==> src/rtl/ccfd_pkg.sv <==
// Shared types, codes and CRC helpers for the COBS/CRC frame decoder.
package ccfd_pkg;

    localparam int MAX_PAYLOAD_DEF  = 8;
    localparam int BUFFER_BYTES_DEF = 16;
    localparam int PACKET_BYTES_DEF = 12;

    // Decoded byte count fits any packet size up to 31
    localparam int CNT_W = 5;
    localparam int PAY_LANES = 8;

    localparam logic [2:0] ST_STORED   = 3'd0;
    localparam logic [2:0] ST_OK       = 3'd1;
    localparam logic [2:0] ST_OVERFLOW = 3'd2;
    localparam logic [2:0] ST_FORMAT   = 3'd3;
    localparam logic [2:0] ST_CRC      = 3'd4;
    localparam logic [2:0] ST_EMPTY    = 3'd5;

    localparam logic [1:0] REG_POLY  = 2'd0;
    localparam logic [1:0] REG_INIT  = 2'd1;
    localparam logic [1:0] REG_REFL  = 2'd2;
    localparam logic [1:0] REG_XOR   = 2'd3;

    typedef struct packed {
        logic                     fmt_err;
        logic [CNT_W-1:0]         count;
        logic [7:0]               hdr0;
        logic [7:0]               hdr1;
        logic [7:0]               last1;
        logic [7:0]               last2;
        logic [15:0]              crc_raw;
        logic [8*PAY_LANES-1:0]   pay;
    } ccfd_res_t;

    function automatic logic [7:0] mirror8(input logic [7:0] v);
        logic [7:0] r;
        for (int i = 0; i < 8; i++) r[i] = v[7-i];
        return r;
    endfunction

    function automatic logic [15:0] mirror16(input logic [15:0] v);
        logic [15:0] r;
        for (int i = 0; i < 16; i++) r[i] = v[15-i];
        return r;
    endfunction

    // One byte through the MSB-first CRC16 shift register
    function automatic logic [15:0] crc_byte(input logic [15:0] c, input logic [7:0] b,
                                             input logic [15:0] poly);
        logic [15:0] r;
        r = c ^ {b, 8'h00};
        for (int i = 0; i < 8; i++) begin
            r = r[15] ? ({r[14:0], 1'b0} ^ poly) : {r[14:0], 1'b0};
        end
        return r;
    endfunction

endpackage

==> src/rtl/ccfd_rxbuf.sv <==
// Receive buffer memory: one write port, one registered read port.
module ccfd_rxbuf #(
    parameter int BUFFER_BYTES = ccfd_pkg::BUFFER_BYTES_DEF,
    localparam int AW = $clog2(BUFFER_BYTES)
) (
    input  logic          aclk,
    input  logic          wr_en,
    input  logic [AW-1:0] wr_addr,
    input  logic [7:0]    wr_data,
    input  logic [AW-1:0] rd_addr,
    output logic [7:0]    rd_data
);
    logic [7:0] mem [BUFFER_BYTES];

    // Write stored bytes
    always_ff @(posedge aclk) begin
        if (wr_en) begin
            mem[wr_addr] <= wr_data;
        end
    end

    // Registered read
    always_ff @(posedge aclk) begin
        rd_data <= mem[rd_addr];
    end
endmodule

==> src/rtl/ccfd_unstuff.sv <==
// COBS walk over the receive buffer with running CRC, header and payload capture.
module ccfd_unstuff #(
    parameter int BUFFER_BYTES = ccfd_pkg::BUFFER_BYTES_DEF,
    parameter int PACKET_BYTES = ccfd_pkg::PACKET_BYTES_DEF,
    localparam int AW = $clog2(BUFFER_BYTES)
) (
    input  logic                aclk,
    input  logic                aresetn,
    input  logic                start,
    input  logic [AW:0]         len,
    input  logic [15:0]         crc_polynomial,
    input  logic [15:0]         crc_initial,
    input  logic                crc_reflected,
    output logic [AW-1:0]       rd_addr,
    input  logic [7:0]          rd_data,
    output logic                done,
    output ccfd_pkg::ccfd_res_t res
);
    import ccfd_pkg::*;

    typedef enum logic [1:0] {S_IDLE, S_FETCH, S_WALK, S_DONE} state_t;

    state_t             state_reg, state_next;
    logic [AW-1:0]      pos_reg, pos_next;
    logic [AW:0]        len_reg, len_next;
    logic [7:0]         run_reg, run_next;
    logic               ff_reg, ff_next;
    logic               pend_reg, pend_next;
    ccfd_res_t          res_reg, res_next;

    logic               app_en;
    logic [7:0]         app_byte;
    logic               last_byte;
    logic [7:0]         crc_in;

    assign last_byte = (({1'b0, pos_reg} + 1'b1) == len_reg);
    assign rd_addr   = (state_reg == S_WALK) ? AW'(pos_reg + 1'b1) : '0;
    assign done      = (state_reg == S_DONE);
    assign res       = res_reg;
    assign crc_in    = crc_reflected ? mirror8(res_reg.last2) : res_reg.last2;

    // Decode one stored byte per cycle
    always_comb begin
        state_next = state_reg;
        pos_next   = pos_reg;
        len_next   = len_reg;
        run_next   = run_reg;
        ff_next    = ff_reg;
        pend_next  = pend_reg;
        res_next   = res_reg;
        app_en     = 1'b0;
        app_byte   = 8'h00;
        case (state_reg)
            S_IDLE: begin
                if (start) begin
                    pos_next         = '0;
                    len_next         = len;
                    run_next         = '0;
                    ff_next          = 1'b0;
                    pend_next        = 1'b0;
                    res_next.fmt_err = 1'b0;
                    res_next.count   = '0;
                    res_next.crc_raw = crc_initial;
                    state_next       = S_FETCH;
                end
            end
            S_FETCH: begin
                state_next = S_WALK;
            end
            S_WALK: begin
                if (run_reg == 8'd0) begin
                    // Code byte: flush the zero left by the previous block
                    if (rd_data == 8'd0) begin
                        res_next.fmt_err = 1'b1;
                    end
                    app_en    = pend_reg;
                    run_next  = rd_data - 8'd1;
                    ff_next   = (rd_data == 8'hFF);
                    pend_next = (rd_data == 8'd1);
                end else begin
                    app_en    = 1'b1;
                    app_byte  = rd_data;
                    run_next  = run_reg - 8'd1;
                    pend_next = (run_reg == 8'd1) && !ff_reg;
                end
                if (app_en) begin
                    if (res_reg.count >= CNT_W'(PACKET_BYTES)) begin
                        res_next.fmt_err = 1'b1;
                    end else begin
                        if (res_reg.count >= CNT_W'(2)) begin
                            res_next.crc_raw = crc_byte(res_reg.crc_raw, crc_in,
                                                        crc_polynomial);
                        end
                        if (res_reg.count == CNT_W'(0)) res_next.hdr0 = app_byte;
                        if (res_reg.count == CNT_W'(1)) res_next.hdr1 = app_byte;
                        for (int j = 0; j < PAY_LANES; j++) begin
                            if (int'(res_reg.count) == j + 2) begin
                                res_next.pay[8*j +: 8] = app_byte;
                            end
                        end
                        res_next.last2 = res_reg.last1;
                        res_next.last1 = app_byte;
                        res_next.count = res_reg.count + 1'b1;
                    end
                end
                if (last_byte && run_next != 8'd0) begin
                    res_next.fmt_err = 1'b1;
                end
                pos_next = AW'(pos_reg + 1'b1);
                if (last_byte || res_next.fmt_err) begin
                    state_next = S_DONE;
                end
            end
            S_DONE: begin
                state_next = S_IDLE;
            end
            default: state_next = S_IDLE;
        endcase
    end

    always_ff @(posedge aclk) begin
        if (!aresetn) begin
            state_reg <= S_IDLE;
        end else begin
            state_reg <= state_next;
        end
        pos_reg  <= pos_next;
        len_reg  <= len_next;
        run_reg  <= run_next;
        ff_reg   <= ff_next;
        pend_reg <= pend_next;
        res_reg  <= res_next;
    end
endmodule

==> src/rtl/cobs_crc_frame_decoder_top.sv <==
// Top level: byte intake, packet checks, counters and result register.
// Timing: a data byte's result beat is registered and shows in the cycle after acceptance; a delimiter
// after a filled buffer starts a buffer walk with one buffer read per stored byte.
// Intake: no new byte is taken while a result beat waits or the buffer walk runs.
// Reset: aresetn (synchronous) empties the buffer, zeros counters, restores CRC registers.
module cobs_crc_frame_decoder_top #(
    parameter int MAX_PAYLOAD  = ccfd_pkg::MAX_PAYLOAD_DEF,
    parameter int BUFFER_BYTES = ccfd_pkg::BUFFER_BYTES_DEF,
    parameter int PACKET_BYTES = ccfd_pkg::PACKET_BYTES_DEF
) (
    input  logic         aclk,
    input  logic         aresetn,
    input  logic         s_tvalid,
    output logic         s_tready,
    input  logic [7:0]   s_tdata,   // line_byte
    output logic         m_tvalid,
    input  logic         m_tready,
    // status, frame_id, payload_length, payload_bytes, good_frame_count,
    // crc_error_count, format_error_count, overflow_count, zero pad
    output logic [215:0] m_tdata,
    input  logic         cfg_wr_en,
    input  logic [1:0]   cfg_addr,
    input  logic [15:0]  cfg_wr_data
);
    import ccfd_pkg::*;

    localparam int AW = $clog2(BUFFER_BYTES);

    typedef enum logic [1:0] {S_IDLE, S_START, S_WALK} state_t;

    state_t        state_reg;
    logic [15:0]   poly_reg, init_reg, xor_reg;
    logic          refl_reg;
    logic [AW:0]   fill_reg, len_reg;
    logic          over_reg;
    logic [31:0]   good_reg, crcerr_reg, fmterr_reg, ovf_reg;
    logic [31:0]   good_next, crcerr_next, fmterr_next, ovf_next;
    logic          m_valid_reg;
    logic [2:0]    status_reg, status_next;
    logic [10:0]   id_reg, id_next;
    logic [3:0]    plen_reg, plen_next;
    logic [63:0]   pay_reg, pay_next;

    logic          accept;
    logic          wr_en;
    logic [AW-1:0] rd_addr;
    logic [7:0]    rd_data;
    logic          walk_done;
    ccfd_res_t     res;
    logic [15:0]   crc_calc;
    logic [3:0]    dlc;

    assign accept   = s_tvalid && s_tready;
    assign s_tready = (state_reg == S_IDLE) && !m_valid_reg;
    assign wr_en    = accept && (s_tdata != 8'd0) && (fill_reg < (AW+1)'(BUFFER_BYTES));
    assign m_tvalid = m_valid_reg;
    assign m_tdata  = {6'd0, ovf_reg, fmterr_reg, crcerr_reg, good_reg,
                       pay_reg, plen_reg, id_reg, status_reg};

    ccfd_rxbuf #(.BUFFER_BYTES(BUFFER_BYTES)) u_rxbuf (
        .aclk    (aclk),
        .wr_en   (wr_en),
        .wr_addr (fill_reg[AW-1:0]),
        .wr_data (s_tdata),
        .rd_addr (rd_addr),
        .rd_data (rd_data)
    );

    ccfd_unstuff #(.BUFFER_BYTES(BUFFER_BYTES), .PACKET_BYTES(PACKET_BYTES)) u_unstuff (
        .aclk           (aclk),
        .aresetn        (aresetn),
        .start          (state_reg == S_START),
        .len            (len_reg),
        .crc_polynomial (poly_reg),
        .crc_initial    (init_reg),
        .crc_reflected  (refl_reg),
        .rd_addr        (rd_addr),
        .rd_data        (rd_data),
        .done           (walk_done),
        .res            (res)
    );

    // Finish the CRC and check the decoded packet
    assign crc_calc = (refl_reg ? mirror16(res.crc_raw) : res.crc_raw) ^ xor_reg;
    assign dlc      = res.hdr1[7:4];

    always_comb begin
        status_next = ST_FORMAT;
        id_next     = '0;
        plen_next   = '0;
        pay_next    = '0;
        good_next   = good_reg;
        crcerr_next = crcerr_reg;
        fmterr_next = fmterr_reg;
        if (res.fmt_err || res.count < CNT_W'(4)) begin
            fmterr_next = fmterr_reg + 32'd1;
        end else if ({res.last1, res.last2} != crc_calc) begin
            status_next = ST_CRC;
            crcerr_next = crcerr_reg + 32'd1;
        end else if (int'(dlc) > MAX_PAYLOAD ||
                     ({2'b0, dlc} + 6'd4) != {1'b0, res.count}) begin
            fmterr_next = fmterr_reg + 32'd1;
        end else begin
            status_next = ST_OK;
            good_next   = good_reg + 32'd1;
            id_next     = {res.hdr1[2:0], res.hdr0};
            plen_next   = dlc;
            for (int k = 0; k < PAY_LANES; k++) begin
                if (k < int'(dlc)) pay_next[8*k +: 8] = res.pay[8*k +: 8];
            end
        end
        ovf_next = ovf_reg;
    end

    // Hold configuration, intake state, counters and the result beat
    always_ff @(posedge aclk) begin
        if (!aresetn) begin
            state_reg   <= S_IDLE;
            poly_reg    <= 16'h1021;
            init_reg    <= 16'hFFFF;
            refl_reg    <= 1'b0;
            xor_reg     <= 16'h0000;
            fill_reg    <= '0;
            over_reg    <= 1'b0;
            good_reg    <= '0;
            crcerr_reg  <= '0;
            fmterr_reg  <= '0;
            ovf_reg     <= '0;
            m_valid_reg <= 1'b0;
        end else begin
            if (cfg_wr_en) begin
                case (cfg_addr)
                    REG_POLY: poly_reg <= cfg_wr_data;
                    REG_INIT: init_reg <= cfg_wr_data;
                    REG_REFL: refl_reg <= cfg_wr_data[0];
                    REG_XOR:  xor_reg  <= cfg_wr_data;
                    default: ;
                endcase
            end
            if (m_valid_reg && m_tready) begin
                m_valid_reg <= 1'b0;
            end
            case (state_reg)
                S_IDLE: begin
                    if (accept) begin
                        status_reg <= ST_STORED;
                        id_reg     <= '0;
                        plen_reg   <= '0;
                        pay_reg    <= '0;
                        if (s_tdata != 8'd0) begin
                            if (fill_reg < (AW+1)'(BUFFER_BYTES)) begin
                                fill_reg <= fill_reg + 1'b1;
                            end else begin
                                over_reg <= 1'b1;
                            end
                            m_valid_reg <= 1'b1;
                        end else begin
                            fill_reg <= '0;
                            over_reg <= 1'b0;
                            len_reg  <= fill_reg;
                            if (over_reg) begin
                                status_reg  <= ST_OVERFLOW;
                                ovf_reg     <= ovf_reg + 32'd1;
                                m_valid_reg <= 1'b1;
                            end else if (fill_reg == '0) begin
                                status_reg  <= ST_EMPTY;
                                m_valid_reg <= 1'b1;
                            end else begin
                                state_reg <= S_START;
                            end
                        end
                    end
                end
                S_START: begin
                    state_reg <= S_WALK;
                end
                S_WALK: begin
                    if (walk_done) begin
                        status_reg  <= status_next;
                        id_reg      <= id_next;
                        plen_reg    <= plen_next;
                        pay_reg     <= pay_next;
                        good_reg    <= good_next;
                        crcerr_reg  <= crcerr_next;
                        fmterr_reg  <= fmterr_next;
                        ovf_reg     <= ovf_next;
                        m_valid_reg <= 1'b1;
                        state_reg   <= S_IDLE;
                    end
                end
                default: state_reg <= S_IDLE;
            endcase
        end
    end
endmodule
==> config.mk <==
export PLATFORM = sky130hd
export DESIGN_NAME = cobs_crc_frame_decoder_top
export DESIGN_NICKNAME = d
export VERILOG_FILES = /design/src/rtl/ccfd_pkg.sv /design/src/rtl/ccfd_rxbuf.sv /design/src/rtl/ccfd_unstuff.sv /design/src/rtl/cobs_crc_frame_decoder_top.sv
export SDC_FILE = /design/constraint.sdc
export NUM_CORES = 1
export LEC_CHECK = 0
export BUFFER_PORTS_ARGS = -buffer_cell sky130_fd_sc_hd__clkbuf_2
export CORE_ASPECT_RATIO = 0.8
export CORE_UTILIZATION = 30
export CTS_CLUSTER_SIZE = 10
export DETAILED_ROUTE_END_ITERATION = 6
export PLACE_DENSITY = 0.45
export SYNTH_ARGS = -nofsm -noshare
export SYNTH_HDL_FRONTEND = slang
export SYNTH_SLANG_ARGS = --single-unit
==> constraint.sdc <==
create_clock -name aclk -period 7.51 [get_ports aclk]
set_input_delay 1.502 -clock aclk [delete_from_list [all_inputs] [get_ports aclk]]
set_output_delay 1.502 -clock aclk [all_outputs]
set_load 0.005 [all_outputs]
==> metrics.md <==
| Metric | Value |
|---|---|
| Outcome | `finished clean` |
| Num rows | `between 90 and 100` |
| Mapped Cells | `approximately 2200` |
| Max reg flops | `about 130` |
| Reg2reg setup slack | `between 2 and 2.5 ns` |
| GPL Wtd Cong | `0.808` |
| Max stage delay on crit path | `roughly 0.83 ns` |
| PortBufs | `242` |
| Slowest stage cell on the critical path | `dfxtp_1` |
| Via count | `16500` |
| CP max FO | `19` |
| Hold path endpoint | `u_unstuff.len_reg[1]` |
| HP Start | `len_reg[1]` |
| Number of global-route vias before repair | `~16000` |
| Total power | `around 0.0067 W` |
| CP Capture Type | `flop` |
| First-pass DRT Iterations | `5` |
| Nets@finish | `2473` |
| Final WL | `64800 µm` |
| Worst slew pin tran | `1.24 ns` |
| Startpoint type of the worst setup path | `flop` |
| First-pass GRT wire length | `around 99000 µm` |
| Placed cells | `between 3000 and 4000` |
| GRT Total Usage | `roughly 15%` |
| Final core occ | `a little over a third` |
| Clock Latency Late Sink | `slightly above 0.6 ns` |
| Fmax | `about 190 MHz` |
| Final critical-path share of the clock period | `between 60% and 70%` |
| Worst min path class | `reg2reg` |
| Share of layout cells above drive strength 1 | `15.4%` |
| Initial Util | `a little under a third` |
| CTS clk-pin slew, worst paths | `roughly 0.06 ns` |
| Number of fill cells in the layout | `roughly 8000` |
| CP Buf/Inv Count | `0` |
| Crit path cell chain | `mux2i_4, xnor2_2, nor3_1, or3_1, xnor2_1, a21oi_1, o22a_1, nand3b_1, nand4_1, nand3_1, xnor2_1, xnor2_1, o22ai_1` |
| Vias per cell | `about 4.6` |
| Synthesis-stage register bit count | `547` |
| Hold Path Stages | `0` |
| Fin crit period | `5.24 ns` |
| Max-Cap Viols | `0` |
| RSZ-0062 raised after global routing | `false` |
| # resized after CTS | `0` |
| Worst reg2reg path depth | `13` |
| Iter 0 DRT Violations | `972` |
| Crit Reg-Reg Endpoint | `u_unstuff.res[66]` |
| Largest net degree at the start of global routing | `about 110` |
| Cts hold-fix bufs | `0` |
| Ys async rst share | `0%` |
| Critical path class | `reg2reg` |
| Total gr overflow | `0` |
| Initial antenna violation count | `1` |
| CTS tree | `built` |
| Hold Violations, Final | `0` |
| Post-synth cell types | `72` |
| Most frequent cell on the critical path | `xnor2_1` |
| Die ar. | `a little over 80000 µm²` |
| Setup violators final | `0` |
| Drt drc | `0` |
| CP Data Required Time | `just under 8 ns` |
| N_diodes | `0` |
| Slew Limit Headroom | `16.4%` |
| Pins over their slew limit | `0` |
| Sink Count | `547` |
| Worst path top cell family by delay | `simple AND/OR/NAND/NOR gates` |
| Leak | `10.2 nW` |
| Synthesis Warnings | `0` |
| Number of H-tree levels | `3` |
| Pwr dens | `roughly 230 nW/µm²` |
| Synth-to-layout area growth | `17.5%` |
| Clk_skew | `0.0249 ns` |
| Mapped Area | `around 24000 µm²` |
| Biggest area consumer among synthesized cells | `edfxtp_1` |
| Post-DP HPWL | `44400 µm` |
| Setup tns final | `0 ns` |
| Main flop type after synthesis | `edfxtp_1` |
| Top cells by area, synth | `edfxtp_1 (43%), dfxtp_1 (16%), xnor2_1 (6.3%)` |
| Worst reg2reg startpoint | `refl_reg` |
| Wirelength per Cell | `18.3 µm` |
| Maximum vdd drop | `about 120 µV` |
| Core region area | `80500 µm²` |
| Post-DRT Antenna Nets | `0` |
| Clock Path Buffers | `3` |
| Die span in x | `roughly 320 µm` |
| Area share of the largest cell type after synthesis | `a little over two fifths` |
| # Post-CTS Setup Buffers | `0` |
| Die H | `about 260 µm` |
| Mean Syn Cell Area | `roughly 11 µm²` |
| Fin cells | `between 3000 and 4000` |
| Number of synthesized flops with an enable pin | `between 300 and 400` |
| Clock buffers created by TritonCTS | `67` |
| Register area share after synthesis | `59.2%` |
| Worst Path Arrival | `approximately 5.6 ns` |
| Top-Level Pins | `249` |
| CTS Root Cell | `clkbuf_16` |
## layout make-up
type	count	area [µm²]	area share (%)
Sequential cell	547	14500	50.4
Multi-Input combinational cell	1477	9320	32.5
Clock buffer	96	1830	6.36
Tap cell	1092	1370	4.76
Timing Repair Buffer	261	1350	4.72
Inverter	61	231	0.807
Clock inverter	9	143	0.497
## cells in the final DEF (no fill, tap or decap), types with 67 or more instances in the layout
master,n
nand3_1,85
clkbuf_16,67
clkbuf_2,242
edfxtp_1,351
xnor2_1,175
xor2_1,98
nand2_1,302
nor2_1,171
dfxtp_1,196
a21oi_1,82
and2_1,104
## worst max path at each step
| stage | from | to | depth (start not counted) |
|---|---|---|---|
| finish | refl_reg | u_unstuff.res[66] | 13 |
| global route | refl_reg | good_reg[26] | 14 |
| CTS | refl_reg | u_unstuff.res[66] | 14 |
| detailed placement | refl_reg | u_unstuff.res[74] | 13 |
| global placement | refl_reg | u_unstuff.res[75] | 13 |
| floorplan | s_tvalid | id_reg[0] | 4 |
## stage by stage
step	area, µm²	hold slack (ns)	setup WS [ns]
5_1_grt	28700	0.426	1.77
6_report	28700	0.414	2.27
4_1_cts	28700	0.417	2.20
2_1_floorplan	24500	0.400	1.99
3_5_place_dp	26700	0.405	2.23
3_3_place_gp	26700	0.406	2.41
## cells in the mapped netlist (all sizes together) (14+ instances only)
cell type	instances
a211oi	20
a21oi	82
a31oi	14
and2	105
and3	28
buf	21
clkbuf	92
dfxtp	196
edfxtp	351
ha	27
inv	57
mux2i	45
nand2	302
nand3	85
nand4	28
nor2	172
nor2b	32
nor3	25
o211ai	17
o21ai	49
o22ai	26
or3	26
xnor2	181
xor2	99
## power by group
group / internal [W] / switching (W) / total [W] / leakage [nW]
combinational: 0.000154 / 0.000270 / 0.000425 / 4.44
sequential: 0.00326 / 0.0000383 / 0.00330 / 4.80
clock: 0.00175 / 0.00124 / 0.00299 / 0.951
## per-layer routing
layer	share of wire [%]	wire, µm	GRT usage (%)
met5	0.025	16	0
met4	2.3	1500	4.71
met3	5.4	3510	3.75
met2	45	29000	24.0
met1	47	30700	21.3
## cells by family after synthesis
| group | synth area share, % |
|---|---|
| adders and majority gates | 1.38 |
| xor gates and xnor gates | 10.7 |
| DFF | 59.2 |
| buffers and inverters | 2.91 |
| other | 0.0153 |
| and+or+nand+nor | 16.6 |
| AOI/OAI and AO/OA | 6.43 |
| muxes | 2.74 |
Power figures use the tool's default switching activity.
